==> config.mk <==
export PLATFORM = sky130hd
export DESIGN_NAME = md5erf_step_cell
export DESIGN_NICKNAME = d
export VERILOG_FILES = /design/src/hdl/md5_early_reject_filter_assert.svh /design/src/hdl/md5erf_pkg.sv /design/src/hdl/md5erf_step_cell.sv
export SDC_FILE = /design/constraint.sdc
export NUM_CORES = 1
export LEC_CHECK = 0
export ABC_AREA = 1
export BUFFER_PORTS_ARGS = -buffer_cell sky130_fd_sc_hd__buf_2
export CORE_AREA = 2 2 522 524
export CTS_CLUSTER_DIAMETER = 100
export DETAILED_ROUTE_END_ITERATION = 8
export DIE_AREA = 0 0 524 526
export GPL_ROUTABILITY_DRIVEN = 0
export PLACE_DENSITY = 0.35
export SLEW_MARGIN = 10
export SYNTH_ARGS = -nofsm -noshare
export SYNTH_HDL_FRONTEND = slang
export SYNTH_SLANG_ARGS = --single-unit
==> constraint.sdc <==
create_clock -name clock -period 42.9 [get_ports clock]
set_input_delay 2.145 -clock clock [delete_from_list [all_inputs] [get_ports clock]]
set_output_delay 2.145 -clock clock [all_outputs]
set_load 0.02 [all_outputs]
==> src/hdl/md5_early_reject_filter_assert.svh <==
// assertion macros for the md5 early reject filter
`ifndef MD5_EARLY_REJECT_FILTER_ASSERT_SVH
`define MD5_EARLY_REJECT_FILTER_ASSERT_SVH

`ifndef NO_ASSERTIONS

// clocked check, switched off while reset is high
`define MD5ERF_ASSERT(label, clk, rst, prop, msg) \
   label: assert property (@(posedge clk) disable iff (rst) prop) else $error(msg);

// clocked check that also holds during reset
`define MD5ERF_ASSERT_ALWAYS(label, clk, prop, msg) \
   label: assert property (@(posedge clk) prop) else $error(msg);

`else

`define MD5ERF_ASSERT(label, clk, rst, prop, msg)
`define MD5ERF_ASSERT_ALWAYS(label, clk, prop, msg)

`endif

`endif

==> src/hdl/md5erf_pkg.sv <==
// shared types, constants and step tables of the md5 early reject filter
`default_nettype none

package md5erf_pkg;

   localparam int STEPS      = 46;
   localparam int WORD_W     = 32;
   localparam int MSG_WORDS  = 16;
   localparam int MSG_W      = WORD_W * MSG_WORDS;

   // standard md5 initial chaining value
   localparam logic [WORD_W-1:0] IV_A = 32'h67452301;
   localparam logic [WORD_W-1:0] IV_B = 32'hEFCDAB89;
   localparam logic [WORD_W-1:0] IV_C = 32'h98BADCFE;
   localparam logic [WORD_W-1:0] IV_D = 32'h10325476;

   // round codes
   localparam int ROUND_F = 0;
   localparam int ROUND_G = 1;
   localparam int ROUND_H = 2;

   typedef struct packed {
      logic [63:0] words_0_1;
      logic [63:0] words_2_3;
      logic [63:0] words_4_5;
      logic [63:0] words_6_7;
      logic [63:0] words_8_9;
      logic [63:0] words_10_11;
      logic [63:0] words_12_13;
      logic [63:0] words_14_15;
      logic [31:0] key_index;
   } req_payload_type;

   typedef struct packed {
      logic        is_match;
      logic [31:0] match_index;
      logic [31:0] d_after_steps;
   } rsp_payload_type;

   // what one cell hands to the next
   typedef struct packed {
      logic              valid;
      logic [WORD_W-1:0] a;
      logic [WORD_W-1:0] b;
      logic [WORD_W-1:0] c;
      logic [WORD_W-1:0] d;
      logic [MSG_W-1:0]  msg;
      logic [31:0]       key_index;
   } cell_data_type;

   // sine constant of a step
   function automatic logic [WORD_W-1:0] step_const(input int step);
      logic [WORD_W-1:0] k;
      unique case (step)
         0:  k = 32'hd76aa478;  1:  k = 32'he8c7b756;
         2:  k = 32'h242070db;  3:  k = 32'hc1bdceee;
         4:  k = 32'hf57c0faf;  5:  k = 32'h4787c62a;
         6:  k = 32'ha8304613;  7:  k = 32'hfd469501;
         8:  k = 32'h698098d8;  9:  k = 32'h8b44f7af;
         10: k = 32'hffff5bb1;  11: k = 32'h895cd7be;
         12: k = 32'h6b901122;  13: k = 32'hfd987193;
         14: k = 32'ha679438e;  15: k = 32'h49b40821;
         16: k = 32'hf61e2562;  17: k = 32'hc040b340;
         18: k = 32'h265e5a51;  19: k = 32'he9b6c7aa;
         20: k = 32'hd62f105d;  21: k = 32'h02441453;
         22: k = 32'hd8a1e681;  23: k = 32'he7d3fbc8;
         24: k = 32'h21e1cde6;  25: k = 32'hc33707d6;
         26: k = 32'hf4d50d87;  27: k = 32'h455a14ed;
         28: k = 32'ha9e3e905;  29: k = 32'hfcefa3f8;
         30: k = 32'h676f02d9;  31: k = 32'h8d2a4c8a;
         32: k = 32'hfffa3942;  33: k = 32'h8771f681;
         34: k = 32'h6d9d6122;  35: k = 32'hfde5380c;
         36: k = 32'ha4beea44;  37: k = 32'h4bdecfa9;
         38: k = 32'hf6bb4b60;  39: k = 32'hbebfbc70;
         40: k = 32'h289b7ec6;  41: k = 32'heaa127fa;
         42: k = 32'hd4ef3085;  43: k = 32'h04881d05;
         44: k = 32'hd9d4d039;  45: k = 32'he6db99e5;
         default: k = '0;
      endcase
      return k;
   endfunction

   // left rotation amount of a step
   function automatic int rot_amount(input int step);
      int r;
      unique case (((step >> 4) << 2) | (step & 3))
         0:  r = 7;   1:  r = 12;  2:  r = 17;  3:  r = 22;
         4:  r = 5;   5:  r = 9;   6:  r = 14;  7:  r = 20;
         8:  r = 4;   9:  r = 11;  10: r = 16;  11: r = 23;
         default: r = 7;
      endcase
      return r;
   endfunction

   // message word used by a step
   function automatic int msg_index(input int step);
      int w;
      unique case (step >> 4)
         ROUND_F: w = step & 15;
         ROUND_G: w = (5 * step + 1) & 15;
         default: w = (3 * step + 5) & 15;
      endcase
      return w;
   endfunction

endpackage

`default_nettype wire

==> src/hdl/md5erf_step_cell.sv <==
// one md5 step as a registered cell of the step chain
`default_nettype none

module md5erf_step_cell #(
   parameter int STEP = 0
) (
   input  wire                       clock,
   input  wire                       reset,
   input  wire md5erf_pkg::cell_data_type cell_in,
   output md5erf_pkg::cell_data_type cell_out
);

   localparam int                            ROUND = STEP >> 4;
   localparam int                            W_IDX = md5erf_pkg::msg_index(STEP);
   localparam int                            ROT   = md5erf_pkg::rot_amount(STEP);
   localparam logic [md5erf_pkg::WORD_W-1:0] K     = md5erf_pkg::step_const(STEP);

   logic [md5erf_pkg::WORD_W-1:0] f;
   logic [md5erf_pkg::WORD_W-1:0] m;
   logic [md5erf_pkg::WORD_W-1:0] t;
   logic [md5erf_pkg::WORD_W-1:0] t_rot;
   md5erf_pkg::cell_data_type     cell_in_d;
   md5erf_pkg::cell_data_type     cell_ff;

   // round function
   always_comb begin
      case (ROUND)
         md5erf_pkg::ROUND_F: f = (cell_in.b & cell_in.c) | (~cell_in.b & cell_in.d);
         md5erf_pkg::ROUND_G: f = (cell_in.b & cell_in.d) | (cell_in.c & ~cell_in.d);
         default:             f = cell_in.b ^ cell_in.c ^ cell_in.d;
      endcase
   end

   // step sum and rotation
   assign m     = cell_in.msg[W_IDX*md5erf_pkg::WORD_W +: md5erf_pkg::WORD_W];
   assign t     = cell_in.a + f + m + K;
   assign t_rot = (t << ROT) | (t >> (md5erf_pkg::WORD_W - ROT));

   // rotate the words along, message and index ride with the item
   always_comb begin
      cell_in_d           = cell_in;
      cell_in_d.a         = cell_in.d;
      cell_in_d.d         = cell_in.c;
      cell_in_d.c         = cell_in.b;
      cell_in_d.b         = cell_in.b + t_rot;
   end

   // cell register, only the valid bit is reset
   always_ff @(posedge clock) begin
      if (reset) begin
         cell_ff.valid <= 1'b0;
      end else begin
         cell_ff <= cell_in_d;
      end
   end

   assign cell_out = cell_ff;

endmodule

`default_nettype wire

==> summary.txt, run 1 <==
Route
  • Via/cell ratio: 3.044
  • Routed WL: ~180,000 um
  • ANT nets after route: 0
  • Routed via count: 20,732
  • # DRC: 0
  • Wire length per cell: 26.57 um
  • Length of the first detailed-routing pass in iterations: 7
  • Iter 0 DRT Violations: 1,339

Finish
  • Most common cell after layout, fill and taps aside: buf_2
  • Nets: 3,918
  • Area grow syn2layout: 56.49%
  • Most frequent cells in the layout: buf_2 (1,347), edfxtp_1 (672), nand2_1 (293)
  • Layout cell share with drive strength beyond 1: 0.4852
  • Max FFs per register: 673

GRT
  • Gr ovfl total: 0
  • Initial antenna violation count: 160
  • All-Layer GR Usage: 0.1254
  • First-pass GRT wire length: 225,000 um
  • Largest net degree at the start of global routing: 102
  • Number of global-route vias before repair: 21,194

Die
  • DIE AREA: ~280,000 um^2
  • Core region area: 269,800 um^2
  • Initial core utilization: 0.09652
  • Die Ht: 526 um
  • Row count: 191
  • Die X: 524 um
  • Top Ports: ~1,300

Outcome
  • Outcome: finished, final reports clean

Timing
  • Worst-Margin Slew: 1.080 ns
  • RSZ-0062 raised after global routing: false
  • Period utilization: 0.1460
  • Fmax: 159.7 MHz
  • Final Hold Fails: 0
  • Setup-failing EPs final: 0
  • Sum of negative setup slack: 0 ns
  • Setup ws final: 36.64 ns
  • Min Tclk post-route: 6.261 ns
  • Max-slew violation count: 0
  • Slew margin rel.: 0.2803

Placement
  • Dpl hpwl: ~150,000 um
  • PortBufs: 1,347
  • Dpl ws: 35.73 ns

Synth
  • Avg Inst Size Synth: 15.67 um^2
  • Ys Warns: 0
  • Post-Syn Area: 26,040 um^2
  • Top FF cell, synth: edfxtp_1
  • #FFs+latches synth: 673
  • Mapped Nets: ~2,500
  • Sequential-to-total area share from yosys stat: 0.7757
  • Number of flops mapped to enable cells by yosys: between 600 and 700
  • Post-synth cell types: 35
  • Async set-or-reset flop fraction in the synthesized netlist: 0
  • Gate Count Post-Synth: ~1,700

Power
  • Pwr Density: 57.62 nW/um^2
  • Lkg Pwr: around 17 nW
  • Total power: 2.348 mW
  • VDD IR max: between 20 and 30 uV

Clock network
  • CTS H-tree lvls: 3
  • Max Root-Sink Buffers: 4
  • TritonCTS clock tree: built
  • Clock Sink Count: approximately 670
  • Setup Fix Bufs, Post-CTS: 0
  • CTS Buf Count: 99
  • Clk slew on worst S/H paths: roughly 0.060 ns
  • CTS resizes: 0
  • Root Driver: clkbuf_16
  • # hold bufs at CTS: 0

Critical path
  • Worst Setup End Kind: flop
  • CP required: ~43 ns
  • Setup CP Type: primary input to flop
  • Worst Path Arrival: 6.80 ns
  • Critical Path Source Type: primary input
  • Crit-path max FO: 5

Min path
  • HP Class: primary input to flop

Flow run
  • Maxcap violations: 0
cells in the mapped netlist, types with 3 or more instances:
master,number,area (um^2)
ha_1,90,1126
nand2_2,13,81.33
edfxtp_1,672,20180
o21a_1,3,22.52
o21ai_0,23,115.1
xnor2_1,7,61.31
o21bai_1,10,75.07
mux2i_1,19,190.2
nor2_2,5,31.28
nand4_1,13,81.33
nor3_1,10,50.05
nand3_1,39,195.2
a21oi_1,63,315.3
mux2_2,12,135.1
xor2_1,29,254.0
inv_1,237,889.6
nand2_1,293,1100
fa_1,33,660.6
nor2_1,68,255.2
a21o_1,3,22.52
final timing paths:
check                 slack, ns                 endpoint  cells after the start         start
worst max-delay path      36.64  cell_out[638]$_DFFE_PN_                     23  cell_in[622]
worst min-delay path       1.49  cell_out[350]$_DFFE_PN_                      1  cell_in[350]
report_power, final:
part	switching, mW	internal, mW
combinational	0.459	0.189
sequential	0.0351	0.810
clock	0.347	0.508
layout make-up:
type                    count  area (um^2)
well taps                3570         4467
flip-flops and latches    673        20200
inverters                 237        897.1
repair buffers           1357         6817
multi-input cells         752         4952
clock inverters            66        760.7
fillers                 30419       229100
diodes                     42        105.1
clock buffers             114         2555
through the flow:
stage               hold WS (ns)    util  instances  cell area (um^2)
detailed placement         2.323  0.1384       6589             37330
global placement           2.322  0.1384       6589             37330
global route               1.417  0.1508       6782             40680
finish                     1.491  0.1510       6811             40750
floorplan                  2.216       -       1662             26040
CTS                        1.381  0.1507       6769             40650
cell families after synthesis:
| logic type | count (synthesis) | synth area share |
|---|---|---|
| adder cells (fa/ha/maj) | 123 | 0.06861 |
| multiplexers | 31 | 0.01249 |
| AND/OR/NAND/NOR | 454 | 0.07375 |
| flip-flops | 673 | 0.7757 |
| AO/OA/AOI/OAI | 108 | 0.02321 |
| XOR/XNOR | 36 | 0.01211 |
| buffers and inverters | 237 | 0.03416 |
worst max-delay path, cell delays in order:
cell     delay, ns
buf_2         0.12
mux2i_1       0.40
fa_1          0.26
inv_1         0.06
fa_1          0.45
ha_1          0.38
nand2_1       0.15
nor4_1        0.65
nand3_1       0.23
nand4_1       0.14
nand2_1       0.18
ha_1          0.29
fa_1          0.42
nand3_1       0.12
nand2_2       0.11
nand2_1       0.08
nand2_1       0.10
nand3_1       0.10
nand2_1       0.14
nand2_1       0.12
nand2_1       0.06
nand2_1       0.05
nand2_1       0.04
routing by layer:
layer | up-vias | GRT usage | wire length, um
met5 | - | 0 | 324
met1 | 10234 | 0.1422 | 68750
li1 | 8864 | - | -
met2 | 1267 | 0.2203 | 88770
met4 | 50 | 0.02678 | 4307
met3 | 317 | 0.04866 | 18830
Note: power is estimated with default switching activity, not from simulation.
==> run 2: changes to the inputs <==
==> constraint.sdc (replaced) <==
create_clock -name clock -period 5.9 [get_ports clock]
set_input_delay 0.295 -clock clock [delete_from_list [all_inputs] [get_ports clock]]
set_output_delay 0.295 -clock clock [all_outputs]
set_load 0.02 [all_outputs]
==> run 2 against run 1 <==
  * Sequential share of layout area shrank 6.7 points
  * First-iteration DRC count is 5.4% higher
  * Clock power grew to 6.9 times the previous value
  * Sequential power grew to 7.2 times the previous value
  * Critical path depth grew 3
  * Die area unchanged
==> summary.txt, run 2 (synthesis results as in run 1) <==
Timing
  • RSZ-0062 raised after global routing: false
  • Setup-failing EPs final: 0
  • Period utilization: 0.8276
  • Worst hold slack: between 0.15 and 0.2 ns
  • Fmax: 204.8 MHz
  • Slew margin rel.: 0.3612
  • Worst-Margin Slew: 0.9562 ns
  • Max-slew violation count: 0
  • Min Tclk post-route: around 4.9 ns
  • Final Hold Fails: 0

Critical path
  • Worst Setup End Kind: flop
  • CP max stage cell: o21ai_0
  • Worst Path Arrival: roughly 5.4 ns
  • Buffers and inverters on the worst path: 3
  • CP max stage delay: 0.59 ns
  • CP required: 6.43 ns
  • Setup CP Type: primary input to flop
  • Crit-path max FO: 5
  • Critical Path Source Type: primary input
  • CP most frequent cell: nand2_1
  • Critical path's top delay family: adder cells

Finish
  • Max FFs per register: 673
  • Design Area, Final: roughly 47,000 um^2
  • Layout cell share with drive strength beyond 1: 0.4036
  • Fillers: roughly 30,000
  • Most frequent cells in the layout: buf_2 (1,347), edfxtp_1 (672), dlygate4sd3_1 (642)
  • Most common cell after layout, fill and taps aside: buf_2
  • Area grow syn2layout: 80.94%
  • Nets: approximately 4,600

Placement
  • Dpl hpwl: 161,200 um
  • PortBufs: 1,347
  • Area after DPL: 37,480 um^2

Min path
  • Hold path depth: 2
  • Hold Path End: cell_out[228]$_DFFE_PN_
  • Hold_sp: cell_in[228]
  • HP Class: primary input to flop

Clock network
  • TritonCTS clock tree: built
  • CTS Buf Count: a little under 100
  • Root Driver: clkbuf_16
  • CTS resizes: 0
  • Clock Sink Count: just under 700
  • Clk slew on worst S/H paths: 0.06 ns
  • Max Root-Sink Buffers: 4
  • CTS H-tree lvls: 3

Outcome
  • Outcome: finished, final reports clean

Die
  • Row count: 191
  • Core region area: 269,800 um^2
  • Top Ports: approximately 1,300
  • Die X: 524 um
  • DIE AREA: 275,600 um^2
  • Die Ht: 526 um
  • Initial core utilization: 0.09652

Route
  • Routed via count: 22,883
  • Iter 0 DRT Violations: 1,411
  • Wire length per cell: 25.46 um
  • Routed WL: around 190,000 um
  • ANT nets after route: 0
  • Via/cell ratio: 3.069
  • # DRC: 0
  • Length of the first detailed-routing pass in iterations: 6

Power
  • Pwr Density: 366.8 nW/um^2
  • Lkg Pwr: 19.86 nW
  • VDD IR max: 190.0 uV

GRT
  • Largest net degree at the start of global routing: 104
  • Initial antenna violation count: 105
  • Number of global-route vias before repair: 23,936
  • First-pass GRT wire length: around 240,000 um
  • Gr ovfl total: 0
  • All-Layer GR Usage: 0.1313

Flow run
  • Maxcap violations: 0
==> run 2: changes by cell type in the layout (fill, tap and decap cells not counted), moves of 3 or more <==
cell | before | now
clkinv_4 | 7 | 1
clkinv_2 | 12 | 15
bufinv_16 | 13 | 9
buf_12 | 0 | 7
dlygate4sd3_1 | 0 | 642
diode_2 | 42 | 47
==> run 2: stage by stage <==
step	utilization	power (mW)	setup slack [ns]	instances	setup TNS, ns
2_1_floorplan	-	8.822	-4.763	1662	-3200.92
3_3_place_gp	0.1389	11.22	0.8095	6597	0
3_5_place_dp	0.1389	11.14	0.8626	6597	0
4_1_cts	0.1742	17.63	1.163	7408	0
5_1_grt	0.1745	18.17	0.7611	7439	0
6_report	0.1746	17.28	1.017	7455	0
==> run 2: power by group <==
group | internal, mW | switching [mW]
logic | 1.67 | 3.59
registers | 5.89 | 0.231
clock network | 3.46 | 2.43
==> run 2: cell type report <==
cell class	count	area, um^2	area share
diodes	47	117.6	0.002496
clock buffers	111	2522	0.05353
clock inverters	58	575.6	0.01222
inverters	237	893.4	0.01896
multi-input cells	752	4952	0.1051
flip-flops and latches	673	20200	0.4287
well taps	3570	4467	0.09480
repair buffers	2007	13390	0.2842
==> run 2: worst max path at each step <==
stage | cells after the start | startpoint | endpoint | slack [ns]
5_1_grt | 26 | cell_in[617] | cell_out[638]$_DFFE_PN_ | 0.76
6_report | 26 | cell_in[617] | cell_out[638]$_DFFE_PN_ | 1.02
3_3_place_gp | 22 | cell_in[608] | cell_out[635]$_DFFE_PN_ | 0.81
2_1_floorplan | 1 | reset | cell_out[0]$_DFFE_PN_ | -4.76
3_5_place_dp | 22 | cell_in[608] | cell_out[635]$_DFFE_PN_ | 0.86
4_1_cts | 23 | cell_in[608] | cell_out[635]$_DFFE_PN_ | 1.16
==> run 2: what timing repair did <==
item / in CTS / in global routing
hold endpoints to repair: 641 / 0
setup endpoints to repair: 0 / 0
setup buffers: 0 / 0
hold buffers: 642 / 0
==> run 2: routing by layer <==
metal  vias to the layer above  GRT usage  share of wire
li1                      10134          -              -
met1                     11306     0.1561           0.40
met2                      1174     0.2332           0.50
met3                       239    0.03811          0.079
met4                        30    0.02446          0.020
met5                         -          0         0.0010
==> run 3: changes to the inputs <==
==> constraint.sdc (replaced) <==
create_clock -name clock -period 4.8 [get_ports clock]
set_input_delay 0.24 -clock clock [delete_from_list [all_inputs] [get_ports clock]]
set_output_delay 0.24 -clock clock [all_outputs]
set_load 0.02 [all_outputs]
==> run 3 against run 2 <==
  * Cell count grew 1.3%
  * Worst hold slack got worse by 0.050 ns
  * Power grew 26%
  * Routed wire length increased by 0.48%
  * Largest cell class unchanged
  * Largest power group unchanged
==> summary.txt, run 3 (synthesis results as in run 1) <==
Critical path
  • Worst Path Arrival: 5.09 ns
  • Worst Setup End Kind: flop
  • Critical Path Source Type: primary input
  • Crit-path max FO: 4
  • CP required: 5.30 ns
  • Setup CP Type: primary input to flop

Clock network
  • CTS Buf Count: 96
  • CTS H-tree lvls: 3
  • Clk slew on worst S/H paths: about 0.060 ns
  • Setup Fix Bufs, Post-CTS: 0
  • Max Root-Sink Buffers: 4
  • Clock Sink Count: 673
  • Root Driver: clkbuf_16
  • TritonCTS clock tree: built

Placement
  • Dpl hpwl: 161,100 um
  • PortBufs: between 1,000 and 1,500
  • Area after DPL: 38,180 um^2
  • Dpl ws: -0.2744 ns
  • Placed cells: 6,696

Timing
  • Min Tclk post-route: between 4 and 5 ns
  • Setup-failing EPs final: 0
  • Sum of negative setup slack: 0 ns
  • Period utilization: 0.9548
  • Final Hold Fails: 0
  • Fmax: 218.2 MHz
  • Max-slew violation count: 0
  • Setup ws final: 0.2169 ns
  • Slew margin rel.: 0.2569
  • Worst-Margin Slew: 1.115 ns
  • RSZ-0062 raised after global routing: false

Die
  • Die Ht: 526 um
  • Top Ports: around 1,300
  • Die X: 524 um
  • DIE AREA: 275,600 um^2
  • Row count: 191
  • Core region area: 269,800 um^2
  • Initial core utilization: 0.09652

Outcome
  • Outcome: finished, final reports clean

GRT
  • GR Util met1: 0.1599
  • Largest net degree at the start of global routing: 142
  • Met3 Usage GRT: 0.03786
  • Number of global-route vias before repair: ~24,000
  • All-Layer GR Usage: 0.1319
  • First-pass GRT wire length: roughly 240,000 um
  • Most used routing layer: met2
  • Initial antenna violation count: slightly below 100
  • Gr ovfl total: 0
  • M2 GR Usage: 0.2298

Finish
  • Most common cell after layout, fill and taps aside: buf_2
  • Area grow syn2layout: 83.53%
  • Non-filler instance count after layout: 7,549
  • Layout cell share with drive strength beyond 1: 0.4202
  • Most frequent cells in the layout: buf_2 (1,347), edfxtp_1 (672), dlygate4sd3_1 (642)
  • Max FFs per register: 673
  • Design Area, Final: 47,790 um^2
  • Nets: between 4,000 and 5,000

Route
  • Routed WL: 190,700 um
  • # DRC: 0
  • Length of the first detailed-routing pass in iterations: 5
  • Via/cell ratio: 3.083
  • ANT nets after route: 0
  • Iter 0 DRT Violations: 1,319
  • Wire length per cell: between 20 and 30 um
  • Routed via count: 23,272

Power
  • Lkg Pwr: 20.33 nW
  • VDD IR max: between 200 and 300 uV
  • Total power: approximately 22 mW
  • Pwr Density: 454.3 nW/um^2

Min path
  • HP Class: primary input to flop

Flow run
  • Maxcap violations: 0
run 3: cell types whose count changed in the layout (fill, tap and decap cells not counted), moves of 2 or more:
cell / delta
clkbuf_16: -2
clkinvlp_4: -4
clkinv_8: +2
clkinv_4: +4
buf_12: -3
clkinv_1: -2
clkinv_2: +6
buf_4: +102
inv_8: -2
diode_2: -7
run 3: final timing paths:
| check | startpoint | slack (ns) | endpoint | cells after the start |
|---|---|---|---|---|
| setup / recovery | cell_in[624] | 0.22 | cell_out[639]$_DFFE_PN_ | 27 |
| hold / removal | cell_in[456] | 0.13 | cell_out[456]$_DFFE_PN_ | 2 |
run 3: area by class of cell:
cell class                      count  area, um^2
Antenna cell                       40       100.1
Clock buffer                      109        2472
Clock inverter                     62       601.8
Fill cell                       29812      222000
Inverter                          237       893.4
Multi-Input combinational cell    752        4964
Sequential cell                   673       20200
Tap cell                         3570        4467
Timing Repair Buffer             2106       14100
run 3: power breakdown:
| part | switching, mW | internal (mW) | leakage, nW |
|---|---|---|---|
| sequential | 0.285 | 7.24 | 6.58 |
| combinational | 4.55 | 2.47 | 12.2 |
| clock | 2.98 | 4.19 | 1.51 |
| total | 7.81 | 13.9 | 20.3 |
run 3: per-layer routing:
metal	vias up	wire (um)
met2	1118	93280
li1	10326	-
met4	18	3709
met5	-	129
met3	203	14520
met1	11607	79090
run 3: through the flow:
step             util  hold slack, ns
6_report       0.1771          0.1308
5_1_grt        0.1771         0.07656
4_1_cts        0.1767         0.03157
3_5_place_dp   0.1415          0.4181
3_3_place_gp   0.1415          0.4162
2_1_floorplan       -          0.3112
run 3: worst max-delay path, stage by stage:
cell,delay (ns)
dlygate4sd3_1,0.55
buf_2,0.16
mux2i_1,0.12
buf_4,0.14
fa_1,0.47
inv_1,0.04
ha_1,0.26
ha_1,0.41
a21oi_2,0.32
o21ai_0,0.27
nand2_1,0.13
nand2_1,0.07
a21oi_1,0.26
nand2_1,0.08
nand2_1,0.06
nand2_1,0.14
ha_1,0.36
nand2_1,0.08
nand2_1,0.07
a21oi_1,0.13
nand2_1,0.14
nand2_1,0.10
nand2_1,0.15
nand2_1,0.10
nand2_1,0.07
nand3_1,0.08
nand2_1,0.07
run 3: what timing repair did:
action,CTS,global route
endpoints found under the hold margin,650,0
hold buffers,642,0
gates resized for setup,0,3
endpoints found under the setup margin,0,6
